$ cat src/hdl/attack_fade_envelope_macros.svh
// Assertion macros shared by the envelope RTL.
`ifndef ATTACK_FADE_ENVELOPE_MACROS_SVH
`define ATTACK_FADE_ENVELOPE_MACROS_SVH

// Same-cycle implication, reset masked.
`define AFE_ASSERT_IMPL(label, clk, rst_n, ante, cons, msg) \
	label: assert property (@(posedge clk) disable iff (!rst_n) (ante) |-> (cons)) \
		else $error(msg);

// Next-cycle implication, reset masked.
`define AFE_ASSERT_NEXT(label, clk, rst_n, ante, cons, msg) \
	label: assert property (@(posedge clk) disable iff (!rst_n) (ante) |=> (cons)) \
		else $error(msg);

`endif

$ cat src/hdl/afe_pkg.sv
// Shared types and constants for the attack/fade envelope.
`timescale 1ns / 1ps

package afe_pkg;

	localparam int unsigned DW         = 16;
	localparam int unsigned CFG_IDX_W  = 3;
	localparam int unsigned DIV_STAGES = 16;
	localparam logic [15:0] LEVEL_FULL = 16'hFFFF;

	typedef enum logic [1:0] {
		PHASE_NONE   = 2'd0,
		PHASE_ATTACK = 2'd1,
		PHASE_FADE   = 2'd2
	} phase_t;

	typedef enum logic [2:0] {
		REG_ATTACK_LENGTH      = 3'd0,
		REG_ATTACK_START_LEVEL = 3'd1,
		REG_FADE_LENGTH        = 3'd2,
		REG_FADE_END_LEVEL     = 3'd3,
		REG_EFFECT_DURATION    = 3'd4
	} reg_index_t;

	typedef struct packed {
		logic signed [15:0] force_in;
		logic [15:0]        since_start_ms;
	} sample_t;

	typedef struct packed {
		logic signed [15:0] force_out;
		phase_t             phase;
	} shaped_t;

endpackage

$ cat src/hdl/attack_fade_envelope.sv
// Attack/fade envelope shaper: pipelined top level with config registers.
`timescale 1ns / 1ps
`include "attack_fade_envelope_macros.svh"

// Shapes a signed force sample with an attack-and-fade envelope. During the
// attack window (since_start_ms below attack_length) the force ramps linearly
// from attack_start_level/65535 of itself up to full force; after that, once
// since_start_ms reaches effect_duration - fade_length, it ramps from full
// force down toward fade_end_level/65535 of itself, holding the end level past
// the duration. Fade is off when fade_length or effect_duration is zero or when
// fade_length exceeds effect_duration. All scaling truncates toward zero.
// Takes one item per clock while the skid buffer is empty. The 16-stage
// restoring divider turns elapsed time into ramp progress (one quotient bit
// per stage), with the phase, multiply and rescale stages around it. A
// one-entry skid buffer sits behind the output register, so the pipeline
// keeps moving through the first stalled cycle downstream. Config registers
// must be written through the plain write port while no item is in flight;
// the block itself does not enforce this.
module attack_fade_envelope (
	input  logic                          clk,
	input  logic                          arst_n,
	input  logic                          cfg_wr_en,
	input  logic [afe_pkg::CFG_IDX_W-1:0] cfg_index,
	input  logic [afe_pkg::DW-1:0]        cfg_wdata,
	input  logic                          sample_valid,
	output logic                          sample_ready,
	input  afe_pkg::sample_t              sample,
	output logic                          shaped_valid,
	input  logic                          shaped_ready,
	output afe_pkg::shaped_t              shaped
);
	import afe_pkg::*;

	// Stage payloads
	typedef struct packed {
		phase_t             phase;
		logic               sat;        // fade progress pinned at full
		logic signed [15:0] force_v;
		logic [15:0]        ramp_pos;   // ms into the current ramp
		logic [15:0]        divisor;    // ramp length
		logic [15:0]        level;      // start or end fraction
	} s1_t;

	typedef struct packed {
		phase_t             phase;
		logic               sat;
		logic signed [15:0] force_v;
		logic [15:0]        divisor;
		logic [31:0]        num;        // ramp_pos * 65535
		logic [31:0]        prod;       // |force| * level
	} s2_t;

	typedef struct packed {
		phase_t             phase;
		logic               sat;
		logic signed [15:0] force_v;
		logic signed [16:0] scaled;     // force * level / 65535
		logic [15:0]        divisor;
		logic [15:0]        rem;
		logic [15:0]        nq;         // numerator bits in, quotient bits out
	} div_t;

	typedef struct packed {
		phase_t             phase;
		logic signed [15:0] force_v;
		logic signed [16:0] scaled;
		logic               diff_neg;
		logic [15:0]        diff_mag;
		logic [15:0]        progress;
	} sa_t;

	typedef struct packed {
		phase_t             phase;
		logic signed [15:0] force_v;
		logic signed [16:0] scaled;
		logic               diff_neg;
		logic [31:0]        prod;
	} sb_t;

	typedef struct packed {
		phase_t             phase;
		logic signed [15:0] force_v;
		logic signed [16:0] scaled;
		logic signed [16:0] delta;
	} sc_t;

	// m / 65535 for m below 2^31: one correction step on m >> 16
	function automatic logic [15:0] div_full(input logic [31:0] m);
		logic [15:0] q0;
		logic [16:0] r;
		q0 = m[31:16];
		r  = {1'b0, m[15:0]} + {1'b0, q0};
		return (r >= {1'b0, LEVEL_FULL}) ? q0 + 16'd1 : q0;
	endfunction

	// One restoring divide step
	function automatic div_t div_step(input div_t cur);
		logic [DW:0] trial;
		logic [DW:0] sub;
		div_t        nxt;
		trial = {cur.rem, cur.nq[DW-1]};
		sub   = trial - {1'b0, cur.divisor};
		nxt   = cur;
		if (trial >= {1'b0, cur.divisor}) begin
			nxt.rem = sub[DW-1:0];
			nxt.nq  = {cur.nq[DW-2:0], 1'b1};
		end else begin
			nxt.rem = trial[DW-1:0];
			nxt.nq  = {cur.nq[DW-2:0], 1'b0};
		end
		return nxt;
	endfunction

	// Config registers
	logic [15:0] attack_length_q;
	logic [15:0] attack_start_level_q;
	logic [15:0] fade_length_q;
	logic [15:0] fade_end_level_q;
	logic [15:0] effect_duration_q;

	always_ff @(posedge clk or negedge arst_n) begin
		if (!arst_n) begin
			attack_length_q      <= '0;
			attack_start_level_q <= '0;
			fade_length_q        <= '0;
			fade_end_level_q     <= '0;
			effect_duration_q    <= '0;
		end else if (cfg_wr_en) begin
			case (cfg_index)
				REG_ATTACK_LENGTH:      attack_length_q      <= cfg_wdata;
				REG_ATTACK_START_LEVEL: attack_start_level_q <= cfg_wdata;
				REG_FADE_LENGTH:        fade_length_q        <= cfg_wdata;
				REG_FADE_END_LEVEL:     fade_end_level_q     <= cfg_wdata;
				REG_EFFECT_DURATION:    effect_duration_q    <= cfg_wdata;
				default: begin
				end
			endcase
		end
	end

	// Whole pipeline advances unless the skid buffer holds an item
	logic    en;
	logic    skid_v_q;
	logic    out_v_q;
	shaped_t out_q;
	shaped_t skid_q;

	assign en           = !skid_v_q;
	assign sample_ready = en;

	// Stage 1: phase decision, ramp distance and divisor
	s1_t         s1_n;
	s1_t         s1_s1;
	logic        v_s1;
	logic        in_attack;
	logic        fade_ok;
	logic        in_fade;
	logic [15:0] fade_start;
	logic [15:0] fade_pos;

	always_comb begin
		in_attack  = (attack_length_q != '0) && (sample.since_start_ms < attack_length_q);
		fade_ok    = (fade_length_q != '0) && (effect_duration_q != '0)
			&& (fade_length_q <= effect_duration_q);
		fade_start = effect_duration_q - fade_length_q;
		fade_pos   = sample.since_start_ms - fade_start;
		in_fade    = !in_attack && fade_ok && (sample.since_start_ms >= fade_start);

		s1_n.force_v = sample.force_in;
		// past the fade length the quotient would exceed full scale
		s1_n.sat     = in_fade && (fade_pos >= fade_length_q);
		if (in_attack) begin
			s1_n.phase    = PHASE_ATTACK;
			s1_n.ramp_pos = sample.since_start_ms;
			s1_n.divisor  = attack_length_q;
			s1_n.level    = attack_start_level_q;
		end else begin
			s1_n.phase    = in_fade ? PHASE_FADE : PHASE_NONE;
			s1_n.ramp_pos = fade_pos;
			s1_n.divisor  = fade_length_q;
			s1_n.level    = fade_end_level_q;
		end
	end

	// Stage 2: numerator and level product
	s2_t         s2_n;
	s2_t         s2_s2;
	logic        v_s2;
	logic [15:0] force_mag;

	always_comb begin
		force_mag     = s1_s1.force_v[15] ? 16'(-s1_s1.force_v) : 16'(s1_s1.force_v);
		s2_n.phase    = s1_s1.phase;
		s2_n.sat      = s1_s1.sat;
		s2_n.force_v  = s1_s1.force_v;
		s2_n.divisor  = s1_s1.divisor;
		s2_n.prod     = force_mag * s1_s1.level;
		// zeroed when unused so the divider invariant rem < divisor holds
		if (s1_s1.phase != PHASE_NONE && !s1_s1.sat) begin
			s2_n.num = {s1_s1.ramp_pos, 16'd0} - {16'd0, s1_s1.ramp_pos};
		end else begin
			s2_n.num = '0;
		end
	end

	// Divider entry: also rescales the level product
	div_t                  div_entry;
	div_t                  div_n [1:DIV_STAGES];
	div_t                  div_s [0:DIV_STAGES];
	logic [DIV_STAGES:0]   div_v_s;
	logic [15:0]           scaled_mag;

	always_comb begin
		scaled_mag          = div_full(s2_s2.prod);
		div_entry.phase     = s2_s2.phase;
		div_entry.sat       = s2_s2.sat;
		div_entry.force_v   = s2_s2.force_v;
		div_entry.divisor   = s2_s2.divisor;
		div_entry.rem       = s2_s2.num[31:16];
		div_entry.nq        = s2_s2.num[15:0];
		div_entry.scaled    = s2_s2.force_v[15] ? -$signed({1'b0, scaled_mag})
			: $signed({1'b0, scaled_mag});
	end

	always_comb begin
		for (int k = 1; k <= DIV_STAGES; k++) begin
			div_n[k] = div_step(div_s[k-1]);
		end
	end

	// Stage a: progress and distance from force to scaled level
	sa_t         sa_n;
	sa_t         sa_sa;
	logic        v_sa;
	logic [16:0] diff;
	logic [16:0] diff_inv;

	always_comb begin
		diff           = {div_s[DIV_STAGES].force_v[15], div_s[DIV_STAGES].force_v}
			- div_s[DIV_STAGES].scaled;
		diff_inv       = -diff;
		sa_n.phase     = div_s[DIV_STAGES].phase;
		sa_n.force_v   = div_s[DIV_STAGES].force_v;
		sa_n.scaled    = div_s[DIV_STAGES].scaled;
		sa_n.diff_neg  = diff[16];
		sa_n.diff_mag  = diff[16] ? diff_inv[15:0] : diff[15:0];
		sa_n.progress  = div_s[DIV_STAGES].sat ? LEVEL_FULL : div_s[DIV_STAGES].nq;
	end

	// Stage b: ramp product
	sb_t  sb_n;
	sb_t  sb_sb;
	logic v_sb;

	always_comb begin
		sb_n.phase    = sa_sa.phase;
		sb_n.force_v  = sa_sa.force_v;
		sb_n.scaled   = sa_sa.scaled;
		sb_n.diff_neg = sa_sa.diff_neg;
		sb_n.prod     = sa_sa.diff_mag * sa_sa.progress;
	end

	// Stage c: rescale ramp product, restore sign
	sc_t         sc_n;
	sc_t         sc_sc;
	logic        v_sc;
	logic [15:0] delta_mag;

	always_comb begin
		delta_mag     = div_full(sb_sb.prod);
		sc_n.phase    = sb_sb.phase;
		sc_n.force_v  = sb_sb.force_v;
		sc_n.scaled   = sb_sb.scaled;
		sc_n.delta    = sb_sb.diff_neg ? -$signed({1'b0, delta_mag})
			: $signed({1'b0, delta_mag});
	end

	// Final combine; result always lies between force and scaled level
	shaped_t            result_n;
	logic signed [16:0] res_wide;

	always_comb begin
		case (sc_sc.phase)
			PHASE_ATTACK: res_wide = sc_sc.scaled + sc_sc.delta;
			PHASE_FADE:   res_wide = {sc_sc.force_v[15], sc_sc.force_v} - sc_sc.delta;
			default:      res_wide = {sc_sc.force_v[15], sc_sc.force_v};
		endcase
		result_n.force_out = res_wide[15:0];
		result_n.phase     = sc_sc.phase;
	end

	// Pipeline valid bits
	always_ff @(posedge clk or negedge arst_n) begin
		if (!arst_n) begin
			v_s1    <= 1'b0;
			v_s2    <= 1'b0;
			div_v_s <= '0;
			v_sa    <= 1'b0;
			v_sb    <= 1'b0;
			v_sc    <= 1'b0;
		end else if (en) begin
			v_s1    <= sample_valid;
			v_s2    <= v_s1;
			div_v_s <= {div_v_s[DIV_STAGES-1:0], v_s2};
			v_sa    <= div_v_s[DIV_STAGES];
			v_sb    <= v_sa;
			v_sc    <= v_sb;
		end
	end

	// Pipeline payload
	always_ff @(posedge clk) begin
		if (en) begin
			s1_s1    <= s1_n;
			s2_s2    <= s2_n;
			div_s[0] <= div_entry;
			for (int k = 1; k <= DIV_STAGES; k++) begin
				div_s[k] <= div_n[k];
			end
			sa_sa    <= sa_n;
			sb_sb    <= sb_n;
			sc_sc    <= sc_n;
		end
	end

	// Output register and skid buffer
	logic take;

	assign take = shaped_ready || !out_v_q;

	always_ff @(posedge clk or negedge arst_n) begin
		if (!arst_n) begin
			out_v_q  <= 1'b0;
			skid_v_q <= 1'b0;
		end else if (take) begin
			if (skid_v_q) begin
				out_v_q  <= 1'b1;
				skid_v_q <= 1'b0;
			end else begin
				out_v_q  <= v_sc;
			end
		end else if (en && v_sc) begin
			skid_v_q <= 1'b1;
		end
	end

	always_ff @(posedge clk) begin
		if (take) begin
			out_q <= skid_v_q ? skid_q : result_n;
		end
		if (!take && en && v_sc) begin
			skid_q <= result_n;
		end
	end

	assign shaped_valid = out_v_q;
	assign shaped       = out_q;

	// Checks
	`AFE_ASSERT_IMPL(a_skid_needs_out, clk, arst_n, skid_v_q, out_v_q, "skid item with empty output register")
	`AFE_ASSERT_NEXT(a_skid_drains, clk, arst_n, skid_v_q && shaped_ready, !skid_v_q, "skid item not moved to output")
	`AFE_ASSERT_IMPL(a_div_rem_bound, clk, arst_n, div_v_s[DIV_STAGES] && div_s[DIV_STAGES].phase != PHASE_NONE && !div_s[DIV_STAGES].sat, div_s[DIV_STAGES].rem < div_s[DIV_STAGES].divisor, "divider remainder out of range")
	`AFE_ASSERT_IMPL(a_attack_below_full, clk, arst_n, div_v_s[DIV_STAGES] && div_s[DIV_STAGES].phase == PHASE_ATTACK, div_s[DIV_STAGES].nq != LEVEL_FULL, "attack progress reached full scale")
	`AFE_ASSERT_IMPL(a_sat_only_fade, clk, arst_n, div_v_s[0] && div_s[0].sat, div_s[0].phase == PHASE_FADE, "saturated progress outside fade")

endmodule
$ cat config.mk
export PLATFORM = sky130hd
export DESIGN_NAME = attack_fade_envelope
export DESIGN_NICKNAME = d
export VERILOG_FILES = /design/src/hdl/afe_pkg.sv /design/src/hdl/attack_fade_envelope.sv
export VERILOG_INCLUDE_DIRS = /design/src /design/src/hdl
export SDC_FILE = /design/constraint.sdc
export NUM_CORES = 2
export LEC_CHECK = 0
export BUFFER_PORTS_ARGS = -buffer_cell sky130_fd_sc_hd__buf_2
export CAP_MARGIN = 0
export CORE_ASPECT_RATIO = 2
export CORE_MARGIN = 5
export CORE_UTILIZATION = 63
export DETAILED_ROUTE_END_ITERATION = 6
export MAX_ROUTING_LAYER = met4
export PLACE_DENSITY_LB_ADDON = 0.12
export SYNTH_ARGS = -nofsm -noshare
export SYNTH_HDL_FRONTEND = slang
export SYNTH_SLANG_ARGS = --single-unit
$ cat constraint.sdc
create_clock -name clk -period 71.4 [get_ports clk]
set_input_delay 14.28 -clock clk [delete_from_list [all_inputs] [get_ports clk]]
set_output_delay 14.28 -clock clk [all_outputs]
set_load 0.02 [all_outputs]
==> flow_summary.json <==
{
  "final_layout_size_suffix_gt1_share_pct": 10.4,
  "drt_pass1_iterations": 7,
  "die_area_sq_um": 164000,
  "gp_congestion": 0.920,
  "final-max-slew-violation-count": 0,
  "min_path_type": "flip-flop to flip-flop",
  "initial_utilization_pct": 63.1,
  "yosys.area.top_type": "edfxtp_1",
  "synth_area_per_cell_sq_um": 13.2,
  "cts_root_buf": "clkbuf_16",
  "post-cts-setup-buffers": 0,
  "synth_area_sq_um": 98100,
  "fin_tns_setup_ns": 0,
  "cts_tree": "done",
  "cts_resized": 0,
  "fp.dieW_microns": 289,
  "ios": 76,
  "vias_per_cell": 5.80,
  "hpwlAfterDp_microns": 144000,
  "finalNetCount": 8689,
  "vias": 56900,
  "max_freq_mhz": 56.2,
  "finalCritPeriodShare_pct": 24.9,
  "fp-row-count": 205,
  "violations": "DRC",
  "crit_fanout": 3,
  "synth.top_cell.area_share_pct": 54.5,
  "synthTopCellsByCount": "edfxtp_1 (1782), inv_1 (972), ha_1 (614), nand2_1 (598), fa_1 (410)",
  "drt-total-wl_microns": 200000,
  "highest_layer": "met4",
  "setup.worst_path.class": "input pin to flip-flop",
  "clk_latency_ns": 0.80,
  "nFillCells": 10800,
  "synth.most_common_cell": "edfxtp_1",
  "synth_cells": 7448,
  "required_ns": 71.89,
  "die_h_microns": 568,
  "grt_max_degree": 198,
  "cts_buffer_depth": 4,
  "finalSetupViolations": 0,
  "crit_arrival_ns": 18.30,
  "clkSinkCount": 1886,
  "postCtsHoldBufs": 0,
  "synth_ff_type": "edfxtp_1",
  "met1Wirelength_microns": 80400,
  "rsz0062_at_grt": "no",
  "hold_violations": 0,
  "syn_to_final_growth_pct": 8.73,
  "clock_skew_ns": 0.0585,
  "ys_async_sr_fraction_pct": 5.51,
  "seq_area_frac_synth_pct": 57.2,
  "critPathLaunchType": "input pin",
  "yosysUniqueCellTypes": 96,
  "grt_pass1_vias": 59800,
  "ant_nets": 0,
  "synth_edf_count": 1782,
  "yosysWarningCount": 0,
  "drtIter0Drc": 4225,
  "grt_usage_pct": 25.5,
  "dr_wl_met2_microns": 103000,
  "synth_area_leaders": "edfxtp_1 (55%), fa_1 (8.4%), ha_1 (7.8%)",
  "cp-end-kind": "flip-flop",
  "tightest_slew_ns": 1.26,
  "synth-seq-cells": 1886,
  "antenna_found_initial": 11,
  "status": "complete, but fails checks",
  "synth.net_count": 8528,
  "grt_pass1_wl_microns": 321000,
  "relSlewSlack_pct": 15.5,
  "io_buffers": 75,
  "grt_overflow_total": 0,
  "wl_per_cell_microns": 20.4,
  "dr_wl_met3_microns": 8980,
  "htreeDepth": 4,
  "coreArea_sq_um": 155000,
  "period_minus_slack_ns": 17.80,
  "cts_made_buffers": 167,
  "clk_pin_slew_ns": 0.07,
  "cap_violations": 0,
  "drc": 2
}
## final cells by class
| type | count | area (sq um) | share of cell area, % |
|---|---|---|---|
| Antenna cell | 10 | 25.0 | 0.0235 |
| Clock buffer | 197 | 4390 | 4.11 |
| Clock inverter | 99 | 1210 | 1.13 |
| Inverter | 975 | 3670 | 3.44 |
| Multi-Input combinational cell | 4453 | 37900 | 35.5 |
| Sequential cell | 1886 | 56100 | 52.6 |
| Tap cell | 2070 | 2590 | 2.43 |
| Timing Repair Buffer | 126 | 811 | 0.760 |
## routing by layer
metal,up-vias,GRT usage (%)
li1,26600,-
met1,28300,32.1
met2,1595,43.3
met3,460,2.67
met4,0,9.03
met5,-,-
## cell families (layout without fill, tap and decap cells)
logic type      count (synthesis)  after routing  synth area share (%)
xor+xnor                      331            331                  2.95
fa+ha+maj                    1024           1024                  16.2
compound gates               1024           1024                  6.85
mux                           335            335                  3.79
simple gates                 1739           1739                  8.71
flops                        1886           1886                  57.2
other cells                     0             10                     0
buf+inv                      1109           1397                  4.30
## state kept, by name, indices dropped and copies added (netlist names), 17 cells and up
signal,count
sb_sb,67
s2_s2,32
div_entry,67
shaped,18
div_v_s,17
sc_sc,48
div_s,1396
sa_sa,67
s1_s1,67
skid_q,18
## cell usage in the layout (no fill, tap or decap), types with 24 or more instances in the layout
cell / instances
nor2b_1: 83
clkbuf_1: 24
nor3_1: 89
clkbuf_16: 170
a211oi_1: 44
nor2_1: 301
a31o_2: 26
o21a_1: 73
clkinv_2: 24
a21boi_0: 68
ha_1: 614
nand2b_1: 46
nand4_1: 82
and2_1: 225
buf_2: 74
fa_1: 410
inv_1: 972
and3_1: 26
or3_1: 71
buf_4: 48
xor2_1: 95
nand3_1: 77
edfxtp_1: 1782
or2_2: 55
mux2i_1: 41
o21ai_0: 256
xnor2_1: 228
a21oi_1: 236
mux2_2: 292
dfrtp_1: 104
o31ai_1: 41
a21o_1: 85
nand2_1: 598
## worst paths after layout
check | slack, ns | depth (start not counted) | to | from
setup / recovery | 53.60 | 19 | s1_s1[64]$_DFFE_PN_ | sample[0]
hold / removal | 0.38 | 0 | div_entry[38]$_DFFE_PN_ | s1_s1[22]$_DFFE_PN_
setup reg to reg | 62.52 | 29 | s2_s2[31]$_DFFE_PN_ | s1_s1[48]$_DFFE_PN_
hold reg to reg | 0.38 | 0 | div_entry[38]$_DFFE_PN_ | s1_s1[22]$_DFFE_PN_
max in group asynchronous | 56.59 | 2 | fade_length_q[9]$_DFFE_PN0P_ | arst_n
min in group asynchronous | 13.40 | 1 | v_s1$_DFFE_PN0N_ | arst_n
## through the flow
| step | worst slack (ns) | hold slack [ns] | utilization (%) | cell area [sq um] | cells |
|---|---|---|---|---|---|
| after CTS | 53.67 | 0.378 | 68.6 | 107000 | 9806 |
| after floorplan | 9.48 | 0.400 | - | 98100 | 7448 |
| after global routing | 53.24 | 0.376 | 68.6 | 107000 | 9814 |
| after global placement | 52.77 | 0.400 | 65.0 | 101000 | 9510 |
| after detailed placement | 52.87 | 0.405 | 65.0 | 101000 | 9510 |
| final | 53.60 | 0.384 | 68.6 | 107000 | 9816 |
## critical path, stage by stage
cell	delay, ns
buf_2	0.13
inv_1	0.07
ha_1	0.23
fa_1	0.42
nor2b_1	0.12
o21ai_0	0.11
a21boi_0	0.27
o21ai_0	0.15
a21boi_0	0.24
o21ai_0	0.18
a21oi_1	0.25
o21ai_0	0.16
a21oi_1	0.30
xor2_1	0.26
ha_1	0.28
o211ai_1	0.25
a31oi_1	0.11
o311ai_0	0.34
a21boi_0	0.15
Power is left out: the tool's default activity adds up to more than one toggle a clock period on the data nets, which glitch-free logic cannot reach.
